[src/hdl/ufg_pkg.sv]
`default_nettype none
package ufg_pkg;

  // Register indexes of the configuration port.
  localparam int CFG_IDX_W = 3;
  localparam logic [CFG_IDX_W-1:0] REG_DEST_MAC = 3'd0;
  localparam logic [CFG_IDX_W-1:0] REG_SRC_MAC  = 3'd1;
  localparam logic [CFG_IDX_W-1:0] REG_SRC_IP   = 3'd2;
  localparam logic [CFG_IDX_W-1:0] REG_DST_IP   = 3'd3;
  localparam logic [CFG_IDX_W-1:0] REG_SRC_PORT = 3'd4;
  localparam logic [CFG_IDX_W-1:0] REG_DST_PORT = 3'd5;
  localparam int CFG_DATA_W = 48;

  // Stream payload widths.
  localparam int PLEN_W   = 9;
  localparam int S_DATA_W = 16;
  localparam int WORD_W   = 64;
  localparam int COUNT_W  = 4;
  localparam int M_DATA_W = 72;

  // Fixed header fields.
  localparam int          HDR_BYTES     = 42;
  localparam logic [15:0] ETH_TYPE_IPV4 = 16'h0800;
  localparam logic [7:0]  IP_VER_IHL    = 8'h45;
  localparam logic [7:0]  IP_TOS        = 8'h00;
  localparam logic [15:0] IP_ID         = 16'h0000;
  localparam logic [15:0] IP_FLAGS_DF   = 16'h4000;
  localparam logic [7:0]  IP_TTL        = 8'd64;
  localparam logic [7:0]  IP_PROTO_UDP  = 8'd17;
  localparam logic [15:0] UDP_CSUM      = 16'h0000;
  localparam logic [15:0] IP_HDR_LEN    = 16'd20;
  localparam logic [15:0] UDP_HDR_LEN   = 16'd8;

  // Sum of the constant header words, used to seed the checksum.
  localparam int SUM_W = 19;
  localparam logic [SUM_W-1:0] IP_SUM_BASE =
    SUM_W'({IP_VER_IHL, IP_TOS}) + SUM_W'(IP_ID) + SUM_W'(IP_FLAGS_DF) +
    SUM_W'({IP_TTL, IP_PROTO_UDP});

  typedef enum logic [1:0] {
    ST_IDLE,
    ST_CSUM,
    ST_SEND
  } ufg_state_t;

  typedef struct packed {
    logic load;
    logic fold;
    logic emit;
  } ufg_cmd_t;

  typedef struct packed {
    logic out_free;
    logic last;
  } ufg_status_t;

endpackage
`default_nettype wire

[src/hdl/ufg_ctrl.sv]
`default_nettype none
module ufg_ctrl (
  input  wire logic                clk,
  input  wire logic                rst,
  input  wire logic                s_tvalid,
  output logic                     s_tready,
  input  wire ufg_pkg::ufg_status_t status,
  output ufg_pkg::ufg_cmd_t        cmd
);
  import ufg_pkg::*;

  ufg_state_t state;
  ufg_state_t state_next;

  always_ff @(posedge clk) begin
    if (rst) begin
      state <= ST_IDLE;
    end else begin
      state <= state_next;
    end
  end

  always_comb begin
    state_next = state;
    unique case (state)
      ST_IDLE: begin
        if (s_tvalid) state_next = ST_CSUM;
      end
      ST_CSUM: begin
        state_next = ST_SEND;
      end
      ST_SEND: begin
        if (status.out_free && status.last) state_next = ST_IDLE;
      end
      default: state_next = ST_IDLE;
    endcase
  end

  always_comb begin
    s_tready = 1'b0;
    cmd      = '0;
    unique case (state)
      ST_IDLE: begin
        s_tready = 1'b1;
        cmd.load = s_tvalid;
      end
      ST_CSUM: begin
        cmd.fold = 1'b1;
      end
      ST_SEND: begin
        cmd.emit = status.out_free;
      end
      default: begin
        s_tready = 1'b0;
      end
    endcase
  end

endmodule
`default_nettype wire

[src/hdl/ufg_datapath.sv]
`default_nettype none
module ufg_datapath #(
  parameter int MAX_FRAME_BYTES = 512
) (
  input  wire logic                              clk,
  input  wire logic                              rst,
  input  wire logic                              cfg_we,
  input  wire logic [ufg_pkg::CFG_IDX_W-1:0]     cfg_index,
  input  wire logic [ufg_pkg::CFG_DATA_W-1:0]    cfg_data,
  input  wire logic [ufg_pkg::PLEN_W-1:0]        payload_len,
  input  wire ufg_pkg::ufg_cmd_t                 cmd,
  output ufg_pkg::ufg_status_t                   status,
  output logic                                   m_tvalid,
  input  wire logic                              m_tready,
  output logic [ufg_pkg::WORD_W-1:0]             word_data,
  output logic [ufg_pkg::COUNT_W-1:0]            byte_count,
  output logic                                   last_word
);
  import ufg_pkg::*;

  localparam int LEN_W  = $clog2(MAX_FRAME_BYTES + 1);
  localparam int WIDX_W = $clog2((MAX_FRAME_BYTES + 7) / 8);
  localparam logic [PLEN_W-1:0] MaxPay = PLEN_W'(MAX_FRAME_BYTES - HDR_BYTES);

  logic [47:0] dest_mac;
  logic [47:0] src_mac;
  logic [31:0] src_ip;
  logic [31:0] dst_ip;
  logic [15:0] src_port;
  logic [15:0] dst_port;

  logic [PLEN_W-1:0] plen;
  logic [LEN_W-1:0]  total;
  logic [SUM_W-1:0]  sum_raw;
  logic [15:0]       csum;
  logic [WIDX_W-1:0] widx;

  logic [PLEN_W-1:0] plen_clamp;
  logic [15:0]       ip_len;
  logic [15:0]       udp_len;
  logic [16:0]       fold1;
  logic [15:0]       fold2;
  logic [47:0][7:0]  hdr;
  logic [63:0]       hdr_word;
  logic [15:0]       total16;
  logic [15:0]       base16;
  logic [15:0]       rem16;
  logic [63:0]       word_next;
  logic [3:0]        count_next;
  logic              last_next;

  // Configuration registers.
  always_ff @(posedge clk) begin
    if (rst) begin
      dest_mac <= '0;
      src_mac  <= '0;
      src_ip   <= '0;
      dst_ip   <= '0;
      src_port <= '0;
      dst_port <= '0;
    end else if (cfg_we) begin
      unique case (cfg_index)
        REG_DEST_MAC: dest_mac <= cfg_data;
        REG_SRC_MAC:  src_mac  <= cfg_data;
        REG_SRC_IP:   src_ip   <= cfg_data[31:0];
        REG_DST_IP:   dst_ip   <= cfg_data[31:0];
        REG_SRC_PORT: src_port <= cfg_data[15:0];
        REG_DST_PORT: dst_port <= cfg_data[15:0];
        default: ;
      endcase
    end
  end

  assign plen_clamp = (payload_len > MaxPay) ? MaxPay : payload_len;
  assign ip_len     = IP_HDR_LEN + UDP_HDR_LEN + 16'(plen);
  assign udp_len    = UDP_HDR_LEN + 16'(plen);

  // Checksum: the raw sum is taken at load, folded twice in the next cycle.
  assign fold1 = {1'b0, sum_raw[15:0]} + 17'(sum_raw[SUM_W-1:16]);
  assign fold2 = fold1[15:0] + 16'(fold1[16]);

  always_ff @(posedge clk) begin
    if (cmd.load) begin
      plen    <= plen_clamp;
      total   <= LEN_W'(plen_clamp) + LEN_W'(HDR_BYTES);
      sum_raw <= IP_SUM_BASE
               + SUM_W'(IP_HDR_LEN + UDP_HDR_LEN + 16'(plen_clamp))
               + SUM_W'(src_ip[31:16]) + SUM_W'(src_ip[15:0])
               + SUM_W'(dst_ip[31:16]) + SUM_W'(dst_ip[15:0]);
    end
    if (cmd.fold) begin
      csum <= ~fold2;
    end
  end

  always_comb begin
    hdr = '0;
    for (int i = 0; i < 6; i++) begin
      hdr[i]     = dest_mac[47-8*i -: 8];
      hdr[6 + i] = src_mac[47-8*i -: 8];
    end
    hdr[12] = ETH_TYPE_IPV4[15:8];
    hdr[13] = ETH_TYPE_IPV4[7:0];
    hdr[14] = IP_VER_IHL;
    hdr[15] = IP_TOS;
    hdr[16] = ip_len[15:8];
    hdr[17] = ip_len[7:0];
    hdr[18] = IP_ID[15:8];
    hdr[19] = IP_ID[7:0];
    hdr[20] = IP_FLAGS_DF[15:8];
    hdr[21] = IP_FLAGS_DF[7:0];
    hdr[22] = IP_TTL;
    hdr[23] = IP_PROTO_UDP;
    hdr[24] = csum[15:8];
    hdr[25] = csum[7:0];
    for (int i = 0; i < 4; i++) begin
      hdr[26 + i] = src_ip[31-8*i -: 8];
      hdr[30 + i] = dst_ip[31-8*i -: 8];
    end
    hdr[34] = src_port[15:8];
    hdr[35] = src_port[7:0];
    hdr[36] = dst_port[15:8];
    hdr[37] = dst_port[7:0];
    hdr[38] = udp_len[15:8];
    hdr[39] = udp_len[7:0];
    hdr[40] = UDP_CSUM[15:8];
    hdr[41] = UDP_CSUM[7:0];
  end

  // Header word picked by the word index; words past the header read zero.
  always_comb begin
    hdr_word = '0;
    if (16'(widx) < 16'd6) begin
      unique case (widx[2:0])
        3'd0:    hdr_word = hdr[7:0];
        3'd1:    hdr_word = hdr[15:8];
        3'd2:    hdr_word = hdr[23:16];
        3'd3:    hdr_word = hdr[31:24];
        3'd4:    hdr_word = hdr[39:32];
        3'd5:    hdr_word = hdr[47:40];
        default: hdr_word = '0;
      endcase
    end
  end

  assign total16 = 16'(total);
  assign base16  = 16'(widx) << 3;
  assign rem16   = total16 - base16;

  always_comb begin
    logic [15:0] pos;
    logic [15:0] pay;
    word_next = '0;
    for (int k = 0; k < 8; k++) begin
      pos = base16 + 16'(k);
      pay = pos - 16'(HDR_BYTES);
      if (pos < total16) begin
        if (pos < 16'(HDR_BYTES)) word_next[8*k +: 8] = hdr_word[8*k +: 8];
        else                      word_next[8*k +: 8] = pay[7:0];
      end
    end
  end

  assign count_next = (rem16 > 16'd8) ? 4'd8 : rem16[3:0];
  assign last_next  = (base16 + 16'd8) >= total16;

  always_ff @(posedge clk) begin
    if (cmd.load) begin
      widx <= '0;
    end else if (cmd.emit) begin
      widx <= widx + 1'b1;
    end
    if (cmd.emit) begin
      word_data  <= word_next;
      byte_count <= count_next;
      last_word  <= last_next;
    end
  end

  always_ff @(posedge clk) begin
    if (rst) begin
      m_tvalid <= 1'b0;
    end else if (cmd.emit) begin
      m_tvalid <= 1'b1;
    end else if (m_tready) begin
      m_tvalid <= 1'b0;
    end
  end

  assign status.out_free = !m_tvalid || m_tready;
  assign status.last     = last_next;

endmodule
`default_nettype wire

[src/hdl/udp_frame_generator_top.sv]
`default_nettype none
// Channel  | Direction | Handshake          | Contents
// ---------+-----------+--------------------+-------------------------------------------
// s_*      | in        | s_tvalid/s_tready  | tdata[8:0] payload_len, rest zero
// m_*      | out       | m_tvalid/m_tready  | tdata[63:0] word_data, [67:64] byte_count;
//          |           |                    | tlast last_word
// cfg_*    | in        | cfg_we             | cfg_index selects register, cfg_data value
//
// A request is taken in an idle cycle, then the IPv4 header checksum is folded; then the
// frame goes out as ceil((42 + payload_len) / 8) 8-byte beats, one beat per cycle while
// the output side does not stall (18 beats for a 100-byte payload).
// A new request is taken as soon as the last beat sits in the output register.
// Reset (rst, synchronous) returns the controller to idle, drops m_tvalid and clears
// all addresses and ports to zero. A stall on m_tready holds the counter and the beat.
module udp_frame_generator_top #(
  parameter int MAX_FRAME_BYTES = 512
) (
  input  wire logic                             clk,
  input  wire logic                             rst,
  input  wire logic                             s_tvalid,
  output logic                                  s_tready,
  // s_tdata fields from bit 0: payload_len[8:0], zero fill.
  input  wire logic [ufg_pkg::S_DATA_W-1:0]     s_tdata,
  output logic                                  m_tvalid,
  input  wire logic                             m_tready,
  // m_tdata fields from bit 0: word_data[63:0], byte_count[67:64], zero fill.
  output logic [ufg_pkg::M_DATA_W-1:0]          m_tdata,
  output logic                                  m_tlast,
  input  wire logic                             cfg_we,
  input  wire logic [ufg_pkg::CFG_IDX_W-1:0]    cfg_index,
  input  wire logic [ufg_pkg::CFG_DATA_W-1:0]   cfg_data
);
  import ufg_pkg::*;

  ufg_cmd_t            cmd;
  ufg_status_t         status;
  logic [WORD_W-1:0]   word_data;
  logic [COUNT_W-1:0]  byte_count;

  ufg_ctrl u_ctrl (
    .clk      (clk),
    .rst      (rst),
    .s_tvalid (s_tvalid),
    .s_tready (s_tready),
    .status   (status),
    .cmd      (cmd)
  );

  ufg_datapath #(
    .MAX_FRAME_BYTES (MAX_FRAME_BYTES)
  ) u_datapath (
    .clk         (clk),
    .rst         (rst),
    .cfg_we      (cfg_we),
    .cfg_index   (cfg_index),
    .cfg_data    (cfg_data),
    .payload_len (s_tdata[PLEN_W-1:0]),
    .cmd         (cmd),
    .status      (status),
    .m_tvalid    (m_tvalid),
    .m_tready    (m_tready),
    .word_data   (word_data),
    .byte_count  (byte_count),
    .last_word   (m_tlast)
  );

  // Pack the beat: data word low, byte count above it, zero fill to a byte boundary.
  assign m_tdata = {{(M_DATA_W - WORD_W - COUNT_W){1'b0}}, byte_count, word_data};

endmodule
`default_nettype wire
[config.mk]
export PLATFORM = sky130hd
export DESIGN_NAME = udp_frame_generator_top
export DESIGN_NICKNAME = d
export VERILOG_FILES = /design/src/hdl/ufg_pkg.sv /design/src/hdl/ufg_ctrl.sv /design/src/hdl/ufg_datapath.sv /design/src/hdl/udp_frame_generator_top.sv
export SDC_FILE = /design/constraint.sdc
export NUM_CORES = 1
export LEC_CHECK = 0
export BUFFER_PORTS_ARGS = -buffer_cell sky130_fd_sc_hd__buf_2
export CORE_MARGIN = 2
export CORE_UTILIZATION = 25
export CTS_CLUSTER_DIAMETER = 200
export DETAILED_ROUTE_END_ITERATION = 8
export SETUP_SLACK_MARGIN = 0.2
export SKIP_CTS_REPAIR_TIMING = 1
export SLEW_MARGIN = 20
export SYNTH_ARGS = -nofsm -noshare
export SYNTH_HDL_FRONTEND = slang
export SYNTH_SLANG_ARGS = --single-unit
[constraint.sdc]
create_clock -name clk -period 5.2 [get_ports clk]
set_input_delay 0.78 -clock clk [delete_from_list [all_inputs] [get_ports clk]]
set_output_delay 0.78 -clock clk [all_outputs]
set_load 0.05 [all_outputs]
==> results of run 1 <==
==> routing by layer <==
metal	routed length, um	vias to the layer above
met5	122	-
met4	2140	20
met3	4970	121
met2	26000	625
met1	25000	6860
li1	-	6765
==> path summary, 6_finish.rpt <==
path | slack (ns) | depth (start not counted) | start | endpoint
setup / recovery | 0.45 | 19 | s_tdata[6] | u_datapath.sum_raw[11]
hold / removal | 0.45 | 2 | u_datapath.dest_mac[17] | u_datapath.dest_mac[17]
setup reg to reg | 1.17 | 12 | u_datapath.sum_raw[16] | u_datapath.csum[14]
hold reg to reg | 0.45 | 2 | u_datapath.dest_mac[17] | u_datapath.dest_mac[17]
==> state kept, by name, summed over array words and instances, names as in the netlist <==
register and flops:
u_ctrl.state 2, u_datapath.dst_ip 32, u_datapath.src_port 16, u_datapath.total 10, u_datapath.dest_mac 48, u_datapath.dst_port 16
u_datapath.src_ip 32, u_datapath.widx 6, u_datapath.last_word 1, u_datapath.src_mac 48, u_datapath.csum 16, u_datapath.plen 8
u_datapath.word_data 64, u_datapath.byte_count 4, u_datapath.sum_raw 19, u_datapath.m_tvalid 1
==> stage by stage <==
step	total power (W)	area [um^2]	TNS [ns]	hold WS (ns)
floorplan	0.00379	17200	0	0.433
global placement	0.00425	19000	-0.724	0.438
detailed placement	0.00425	19000	-0.648	0.444
CTS	0.00683	20100	0	0.452
global route	0.00706	20100	0	0.467
finish	0.00681	20100	0	0.452
==> Yosys cell counts (all sizes together), types with 5 or more instances <==
cell type	number
nor2	84
xnor2	45
a222oi	30
o22ai	9
xor2	12
a221oi	5
nor3	23
a21o	16
ha	75
o21a	17
nand4	10
a22o	15
mux2	41
a21oi	254
a211oi	12
nand4b	5
and2	12
a21boi	6
and3	5
edfxtp	122
clkbuf	107
nor4	7
or2	7
nand2	435
dfxtp	201
inv	115
nor2b	21
fa	44
nand2b	10
nand3	21
buf	18
o21ai	38
a221o	7
a22oi	20
==> cells by family (layout without fill, tap and decap cells) <==
kind of cell,Yosys count,after routing,synth area share
adder cells (fa/ha/maj),119,119,0.106
AO/OA/AOI/OAI,465,465,0.171
multiplexers,42,42,0.0274
other,2,7,0.000437
flip-flops,323,323,0.447
XOR/XNOR,57,57,0.0290
AND/OR/NAND/NOR,658,658,0.164
buffers and inverters,240,364,0.0545
==> worst max-delay path, cell delays in order <==
cell      delay (ns)
buf_2           0.10
and3_1          0.19
a21oi_1         0.19
inv_1           0.07
or3_1           0.35
xnor2_1         0.14
buf_4           0.15
fa_1            0.47
inv_1           0.06
fa_1            0.52
fa_1            0.56
inv_1           0.04
ha_1            0.32
inv_1           0.06
o21ai_0         0.38
a21oi_1         0.19
buf_4           0.19
o211ai_1        0.15
nand3_1         0.10
==> final cells by class <==
cell class	instances	area, um^2
Tap cell	882	1100
Clock inverter	13	179
Multi-Input combinational cell	1346	8650
Timing Repair Buffer	188	1090
Clock buffer	48	995
Sequential cell	323	7690
Fill cell	7180	48200
Antenna cell	2	5.00
Inverter	115	432
==> where the power goes <==
part | internal [W] | switching (W) | total, W | leakage [nW]
combinational | 0.000446 | 0.000884 | 0.00133 | 4.24
clock | 0.00154 | 0.00105 | 0.00259 | 0.575
sequential | 0.00278 | 0.000109 | 0.00289 | 2.77
total | 0.00477 | 0.00204 | 0.00681 | 7.59
==> impl_results.md, run 1 <==
- Hold WC Path Type: flop to flop
- Core area: 68300 um^2
- Initial drt markers: 1729
- GRT Residual Overflow: 0
- Initial antenna violation count: 13
- Synth Flop Type: dfxtp_1
- Layout cells sized above 1: 0.159
- CTS tree: done
- Unrepaired setup endpoints after global routing: no
- IO Port Bufs: 135
- FFs w/ async S/R, synth: 0
- Gate Count Post-Synth: 1906
- M1 GR Usage: 0.218
- Slew HR: 0.280
- Drt drc: 0
- Vias in the first global route: 13400
- Clock root buffer master: clkbuf_16
- Met3 Use GR: 0.0319
- Post-layout net count: 2199
- Final Hold Vio Count: 0
- WP data arrival: 5.01 ns
- Crit path required time: 5.46 ns
- DIE AREA: 70900 um^2
- DRT Wirelength: 58300 um
- TritonCTS Buffers: 34
- Worst slew pin tran: 1.08 ns
- Yosys top cell area share: 0.234
- Largest cells by area after synthesis: dfxtp_1, edfxtp_1, nand2_1
- Worst setup margin: 0.451 ns
- Synthesis-stage register bit count: 323
- CTS H-tree lvls: 2
- Crit-path max FO: 3
- Layout area overhead: 17.1%
- Fmax: 211 MHz
- GPL Wtd Cong: 0.907
- Final std cells w/o fill: 2917
- Max-slew violations: 0
- Drt via density: 4.93
- Critical path class: primary input to flop
- GRT Total Usage: 0.161
- Mean Syn Cell Area: 9.02 um^2
- ANT nets after route: 0
- I/O pins: 147
- Largest net degree at the start of global routing: 128
- Final Setup Violations: 0
- HPWL after DPL: 42400 um
- Post-synth EDFFs: 122
- Min Tclk post-route: 4.75 ns
- Die width: 266 um
- # rows: 96
- Synth Warn #: 0
- CTS Buffer Depth: 3
- Gr busiest metal: met2
- Critical path endpoint category: flop
- Pre-CTS worst setup slack: -0.146 ns
- Largest area contributor in the netlist: dfxtp_1
- CP Launch Type: primary input
- Placed cells: 2854
- Power per cell area: 338 nW/um^2
- Clock Skews: 0.0143 ns
- Drt wl/cell: 20.0 um
- Pleak: 7.59 nW
- Commonest non-fill, non-tap cell in the layout: nand2_1
- Sink Count: 323
- Reg clk slew, reported paths: 0.06 ns
- Netlist cell types: 77
- Vias: 14400
- Worst-Skew Late Latency: 0.53 ns
- Met2 Usage GRT: 0.253
- Final Util: 0.295
- Max IR drop VDD: 0.213 mV
- DR pass1 iterations: 8
- Register area share after synthesis: 0.447
- Commonest cells after routing, fill and taps aside: nand2_1, a21oi_1, dfxtp_1, buf_2, edfxtp_1
- Initial Util: 0.252
- Status: finished, final reports clean
- Final period util: 0.913
- Max cap viols: 0
- First-pass GRT wire length: 86500 um
- Die height: 266 um
- Post-Syn Area: 17200 um^2
(Power assumes the default switching activity.)
==> run 2: changes to the inputs <==
--- a/config.mk
+++ b/config.mk
@@ -5,6 +5,7 @@
 export SDC_FILE = /design/constraint.sdc
 export NUM_CORES = 1
 export LEC_CHECK = 0
+export ABC_AREA = 1
 export BUFFER_PORTS_ARGS = -buffer_cell sky130_fd_sc_hd__buf_2
 export CORE_MARGIN = 2
 export CORE_UTILIZATION = 25
==> constraint.sdc (replaced) <==
create_clock -name clk -period 4.06 [get_ports clk]
set_input_delay 0.609 -clock clk [delete_from_list [all_inputs] [get_ports clk]]
set_output_delay 0.609 -clock clk [all_outputs]
set_load 0.05 [all_outputs]
==> run 2 against run 1 <==
- flip-flop and latch count did not move
- power rose by 44%
- global-route usage rose by 0.49 points
- die area fell by 0.86%
- largest cell class unchanged
- highest routed layer unchanged
- design area rose by 2.1%
- critical path type unchanged
- clock skew rose by 0.0098 ns
- register-to-register slack got worse by 0.71 ns
==> impl_results.md, run 2 <==
- Max IR drop VDD: 0.229 mV
- Commonest non-fill, non-tap cell in the layout: nand2_1
- IO Port Bufs: 135
- Max FFs per register: 64
- Drt via density: 4.79
- Final Util: 0.306
- Die width: 265 um
- Critical Path Most Common Cell: inv_2
- Worst setup path endpoint: u_datapath.sum_raw[16]
- Fmax: 255 MHz
- Initial Util: 0.253
- Final Cell Area: 20600 um^2
- Crit-path max FO: 4
- Unrepaired setup endpoints after global routing: yes
- Final Hold Vio Count: 0
- Vias in the first global route: 14200
- TritonCTS Buffers: 35
- Slew HR: 0.367
- Worst-Skew Late Latency: 0.54 ns
- GRT Residual Overflow: 0
- Smallest hold slack: 0.342 ns
- Clock root buffer master: clkbuf_16
- Die height: 265 um
- Post-layout net count: 2434
- Core area: 67300 um^2
- Hold WC Path Type: primary input to flop
- CTS H-tree lvls: 2
- Beginning of the critical path: s_tdata[1]
- Reg-to-reg setup timing slack: 0.46 ns
- Pre-CTS worst setup slack: -0.577 ns
- Worst Path Buf+Inv: 8
- Status: finished, final reports clean
- Synthesis-stage register bit count: 323
- Gate Count Post-Synth: 2084
- Max-slew violations: 0
- WP data arrival: 4.19 ns
- Biggest regs: u_datapath.word_data: 64 flops, u_datapath.dest_mac: 48 flops, u_datapath.src_mac: 48 flops
- ANT nets after route: 0
- Commonest cells after routing, fill and taps aside: nand2_1, inv_1, dfxtp_1, a21oi_1, nor2_1
- Worst slew pin tran: 0.950 ns
- # rows: 95
- R2r endpoint: u_datapath.sum_raw[16]
- Vias: 15000
- Worst setup margin: 0.141 ns
- Most instantiated library cell after synthesis: nand2_1
- GRT Total Usage: 0.166
- Largest net degree at the start of global routing: 107
- Final Setup Violations: 0
- Initial drt markers: 1571
- Power per cell area: 477 nW/um^2
- CTS tree: done
- Worst flop-to-flop path startpoint: u_datapath.dst_ip[2]
- Post-synth EDFFs: 122
- Crit path required time: 4.33 ns
- Reg clk slew, reported paths: 0.07 ns
- Clock Skews: 0.0241 ns
- Sink Count: 323
- CP max stage cell: fa_1
- CP Launch Type: primary input
- GPL Wtd Cong: 0.933
- Synth Warn #: 0
- Drt wl/cell: 19.1 um
- Layout area overhead: 20.7%
- Critical path endpoint category: flop
- Mean Syn Cell Area: 8.18 um^2
- Min Tclk post-route: 3.92 ns
- Layout cells sized above 1: 0.154
- Final period util: 0.965
- Synth Flop Type: dfxtp_1
- Register area share after synthesis: 0.451
- Largest cells by area after synthesis: dfxtp_1, edfxtp_1, nand2_1
- Max cap viols: 0
- HPWL after DPL: 45600 um
- DIE AREA: 70300 um^2
- Netlist cell types: 44
- I/O pins: 147
- Cell family with most CP delay: adder cells
- Crit path depth: 23
- Initial antenna violation count: 14
- CP max stage delay: 0.56 ns
- Worst Reg2Reg Path Length in Cells: 14
- Worst path cell trace: buf_6 > nand3_2 > nand2_2 > inv_2 > o21ai_2 > nand2_2 > inv_2 > nor2_4 > buf_6 > inv_4 > fa_1 > inv_2 > fa_1 > fa_1 > ha_4 > inv_2 > fa_2 > nand3b_1 > nand2_2 > a21oi_2 > buf_4 > o21ai_4 > xor2_1
- FFs w/ async S/R, synth: 0
- Pleak: 8.27 nW
- DRT Wirelength: 60000 um
- CTS Buffer Depth: 3
- Cell Area, Placed: 19200 um^2
- Drt drc: 0
- Top reg by flops: u_datapath.word_data
- First-pass GRT wire length: 88800 um
- Largest area contributor in the netlist: dfxtp_1
- Diode count: 0
- Critical path class: primary input to flop
- Commonest cells in the synthesized netlist: nand2_1, inv_1, a21oi_1
- DR pass1 iterations: 6
- Yosys top cell area share: 0.236
- Post-Syn Area: 17000 um^2
==> run 2: cell types whose count changed after synthesis, moves of 20 or more <==
cell and delta:
nor2b_1 -21, a222oi_1 -30, clkbuf_1 -25, a22oi_1 -20, mux2_2 -41, o21ai_0 +31
inv_1 +141, a21oi_1 -44, nor2_1 +89, a211oi_1 +70, nand2_1 +89, nand3_1 +48
xnor2_1 -36
==> run 2: per-layer routing <==
metal	vias up	GRT usage	wire, um
met3	134	0.0440	5240
met5	-	0	167
met1	7081	0.208	24500
li1	7175	-	-
met2	614	0.270	27400
met4	26	0.0725	2770
==> run 2: worst min path at each step <==
| stage | startpoint | end | slack, ns | cells past startpoint |
|---|---|---|---|---|
| 3_5_place_dp | u_datapath.src_mac[19] | u_datapath.src_mac[19] | 0.45 | 2 |
| 6_report | cfg_data[35] | u_datapath.src_mac[35] | 0.34 | 3 |
| 5_1_grt | cfg_data[32] | u_datapath.src_mac[32] | 0.34 | 3 |
| 4_1_cts | cfg_data[35] | u_datapath.src_mac[35] | 0.32 | 3 |
| 3_3_place_gp | u_datapath.dst_port[0] | u_datapath.dst_port[0] | 0.45 | 2 |
| 2_1_floorplan | u_datapath.src_mac[16] | u_datapath.src_mac[16] | 0.43 | 2 |
==> run 2: per-stage QoR <==
step | std cells | setup TNS [ns] | power, W
floorplan | 2087 | -0.769 | 0.00542
global placement | 3076 | -5.74 | 0.00635
detailed placement | 3076 | -6.01 | 0.00636
CTS | 3138 | -0.0521 | 0.00976
global route | 3141 | -0.217 | 0.0102
finish | 3141 | 0 | 0.00980
==> run 2: cell type report <==
cell class / instances / area (um^2)
fill: 7117 / 46700
tap: 873 / 1090
timing repair buffer: 212 / 1340
clock inverter: 15 / 234
sequential: 323 / 7690
clock buffer: 47 / 952
multi-input combinational: 1404 / 8260
inverter: 267 / 1000
==> run 2: logic make-up after synthesis <==
| family | count (synthesis) | synth area share |
|---|---|---|
| AO/OA/AOI/OAI | 432 | 0.150 |
| flip-flops | 323 | 0.451 |
| AND/OR/NAND/NOR | 812 | 0.192 |
| buffers and inverters | 360 | 0.0805 |
| adder cells (fa/ha/maj) | 119 | 0.107 |
| XOR/XNOR | 36 | 0.0189 |
| other | 2 | 0.000441 |
==> run 2: power breakdown <==
group,internal [W],switching (W),total (W),leakage (nW)
registers,0.00366,0.000141,0.00380,2.78
logic,0.000836,0.00176,0.00259,4.91
clock network,0.00199,0.00142,0.00341,0.579
==> run 2: worst register-to-register path: stages (launching register included) <==
cell	delay, ns
dfxtp_1	0.32
inv_1	0.12
fa_1	0.57
inv_2	0.04
fa_1	0.47
fa_1	0.56
ha_4	0.15
inv_2	0.04
fa_2	0.35
nand3b_1	0.18
nand2_2	0.09
a21oi_2	0.06
buf_4	0.15
o21ai_4	0.15
xor2_1	0.08
==> run 3: changes to the inputs <==
--- a/config.mk
+++ b/config.mk
@@ -8,12 +8,11 @@
 export ABC_AREA = 1
 export BUFFER_PORTS_ARGS = -buffer_cell sky130_fd_sc_hd__buf_2
 export CORE_MARGIN = 2
-export CORE_UTILIZATION = 25
+export CORE_UTILIZATION = 30
 export CTS_CLUSTER_DIAMETER = 200
 export DETAILED_ROUTE_END_ITERATION = 8
 export SETUP_SLACK_MARGIN = 0.2
 export SKIP_CTS_REPAIR_TIMING = 1
-export SLEW_MARGIN = 20
 export SYNTH_ARGS = -nofsm -noshare
 export SYNTH_HDL_FRONTEND = slang
 export SYNTH_SLANG_ARGS = --single-unit
==> run 3 against run 2 <==
- clock skew is 0.0025 ns lower
- first-iteration DRC count shrank 3.4%
- global-route usage increased by 3.1 points
- setup slack worse by 0.066 ns
- cell count decreased by 3.7%
- critical path depth is 1 higher
- utilization is 5.2 points higher
- die area fell by 16%
- combinational power down 2%
- critical path type unchanged
- critical endpoint is now u_datapath.sum_raw[17]
- highest routed layer unchanged
==> impl_results.md, run 3 (same netlist as run 2, synthesis figures left out) <==
- Worst-Skew Late Latency: 0.56 ns
- HPWL after DPL: 45200 um
- Final Util: 0.358
- Logic pwr share: 0.270
- Drt wl/cell: 19.7 um
- Commonest non-fill, non-tap cell in the layout: nand2_1
- Fmax: 251 MHz
- R2r endpoint: u_datapath.sum_raw[10]
- Worst slew pin tran: 1.10 ns
- Worst flop-to-flop path startpoint: u_datapath.dst_ip[17]
- WP data arrival: 4.28 ns
- Drt via density: 5.03
- Pre-CTS worst setup slack: -0.627 ns
- Status: finished, final reports clean
- Sum Neg Setup Slack: 0 ns
- Max FFs per register: 64
- Total power: 0.00938 W
- Hold Crit Depth: 3
- Worst setup margin: 0.0751 ns
- Die height: 242 um
- # rows: 87
- Unrepaired setup endpoints after global routing: yes
- TritonCTS Buffers: 34
- ANT nets after route: 0
- Initial drt markers: 1518
- Vias in the first global route: 14800
- Layout area overhead: 18.2%
- Largest net degree at the start of global routing: 105
- Commonest cells after routing, fill and taps aside: nand2_1, inv_1, a21oi_1, dfxtp_1, nor2_1
- Placed cells: 2957
- Final std cells w/o fill: 3024
- Max cap viols: 0
- Crit path required time: 4.36 ns
- Min Tclk post-route: 3.98 ns
- Critical path endpoint category: flop
- Core area: 56300 um^2
- DR pass1 iterations: 7
- Hold WC Path Type: primary input to flop
- CTS Buffer Depth: 3
- Min-delay src: cfg_data[44]
- Drt drc: 0
- Int Pwr: 0.00611 W
- I/O pins: 147
- Layout cells sized above 1: 0.143
- Die width: 242 um
- Psw: 0.00327 W
- Max IR drop VDD: 0.270 mV
- Top reg by flops: u_datapath.word_data
- Initial antenna violation count: 12
- Reg power frac: 0.405
- GRT Residual Overflow: 0
- Filler cells: 5819
- Final Setup Violations: 0
- CTS tree: done
- Switch share: 0.348
- Sink Count: 323
- CP Launch Type: primary input
- Clock power share: 0.325
- DRT Wirelength: 59600 um
- Pleak: 8.16 nW
- IO Port Bufs: 135
- Worst Reg2Reg Path Length in Cells: 16
- CTS H-tree lvls: 2
- Min-Delay Endpoint: u_datapath.dest_mac[44]
- DIE AREA: 58700 um^2
- Clock Skews: 0.0216 ns
- GRT Total Usage: 0.198
- Vias: 15200
- Power per cell area: 466 nW/um^2
- Clock root buffer master: clkbuf_16
- Crit-path max FO: 4
- Post-layout net count: 2430
- Max-slew violations: 0
- Final Hold Vio Count: 0
- Final period util: 0.982
- First-pass GRT wire length: 89700 um
- Reg-to-reg setup timing slack: 0.49 ns
- GPL Wtd Cong: 0.921
- Slew HR: 0.261
- Initial Util: 0.303
- Biggest regs: u_datapath.word_data: 64 flops, u_datapath.dest_mac: 48 flops, u_datapath.src_mac: 48 flops
- Critical path class: primary input to flop
- Reg clk slew, reported paths: 0.06 ns
[run 3: changes by cell type in the layout (fill, tap and decap cells not counted), moves of 3 or more]
cell	before	now
clkinv_1	4	11
a21oi_2	8	3
a21oi_1	199	203
bufinv_16	5	1
diode_2	0	4
buf_12	4	1
ha_4	7	4
nand2_1	512	515
nand2_2	15	12
[run 3: per-layer routing]
metal | vias to the layer above | routed length [um] | GRT usage
met5 | - | 89 | 0
met4 | 14 | 2800 | 0.0888
met3 | 144 | 4730 | 0.0341
met2 | 623 | 27400 | 0.323
li1 | 7186 | - | -
met1 | 7245 | 24600 | 0.255
[run 3: how the worst max path moves through the flow]
stage          startpoint                      to  slack (ns)  depth (start not counted)
3_3_place_gp   s_tdata[2]  u_datapath.sum_raw[13]       -0.54                         23
2_1_floorplan  s_tdata[2]  u_datapath.sum_raw[13]       -0.16                         21
6_report       s_tdata[2]  u_datapath.sum_raw[17]        0.08                         24
4_1_cts        s_tdata[2]  u_datapath.sum_raw[10]       -0.04                         24
5_1_grt        s_tdata[2]  u_datapath.sum_raw[14]       -0.11                         27
3_5_place_dp   s_tdata[2]  u_datapath.sum_raw[10]       -0.63                         24
[run 3: per-stage QoR]
step                      hold slack, ns  area, um^2
after floorplan                    0.434       17200
after global placement             0.445       19000
after detailed placement           0.450       19000
after CTS                          0.321       20000
after global routing               0.350       20100
final                              0.340       20100
[run 3: worst max-delay path, cell delays in order]
cell	delay [ns]
buf_6	0.07
nand3_2	0.06
nand2_1	0.06
inv_1	0.05
o21ai_2	0.11
nand2_2	0.09
inv_2	0.07
nor2_4	0.04
ha_4	0.16
a21oi_4	0.15
xor2_1	0.15
buf_4	0.15
fa_1	0.42
inv_2	0.07
fa_2	0.45
fa_1	0.54
inv_2	0.05
ha_4	0.24
a21o_1	0.20
a21oi_4	0.19
o21ai_4	0.09
nand3_2	0.08
a21o_1	0.11
nand2_1	0.05
[run 3: cell type report]
cell class / instances / area, um^2 / area share
Antenna cell: 4 / 10.0 / 0.000497
Clock buffer: 46 / 906 / 0.0450
Clock inverter: 15 / 136 / 0.00677
Inverter: 267 / 1000 / 0.0498
Multi-Input combinational cell: 1404 / 8190 / 0.406
Sequential cell: 323 / 7690 / 0.382
Tap cell: 756 / 946 / 0.0470
Timing Repair Buffer: 209 / 1270 / 0.0630
[run 3: power by group through the flow]
| stage | clock (W) | sequential, W | combinational, W |
|---|---|---|---|
| detailed placement | 0 | 0.00387 | 0.00245 |
| floorplan | 0 | 0.00397 | 0.00145 |
| global placement | 0 | 0.00387 | 0.00242 |
| finish | 0.00305 | 0.00380 | 0.00253 |
| global route | 0.00319 | 0.00382 | 0.00277 |
| CTS | 0.00309 | 0.00380 | 0.00248 |
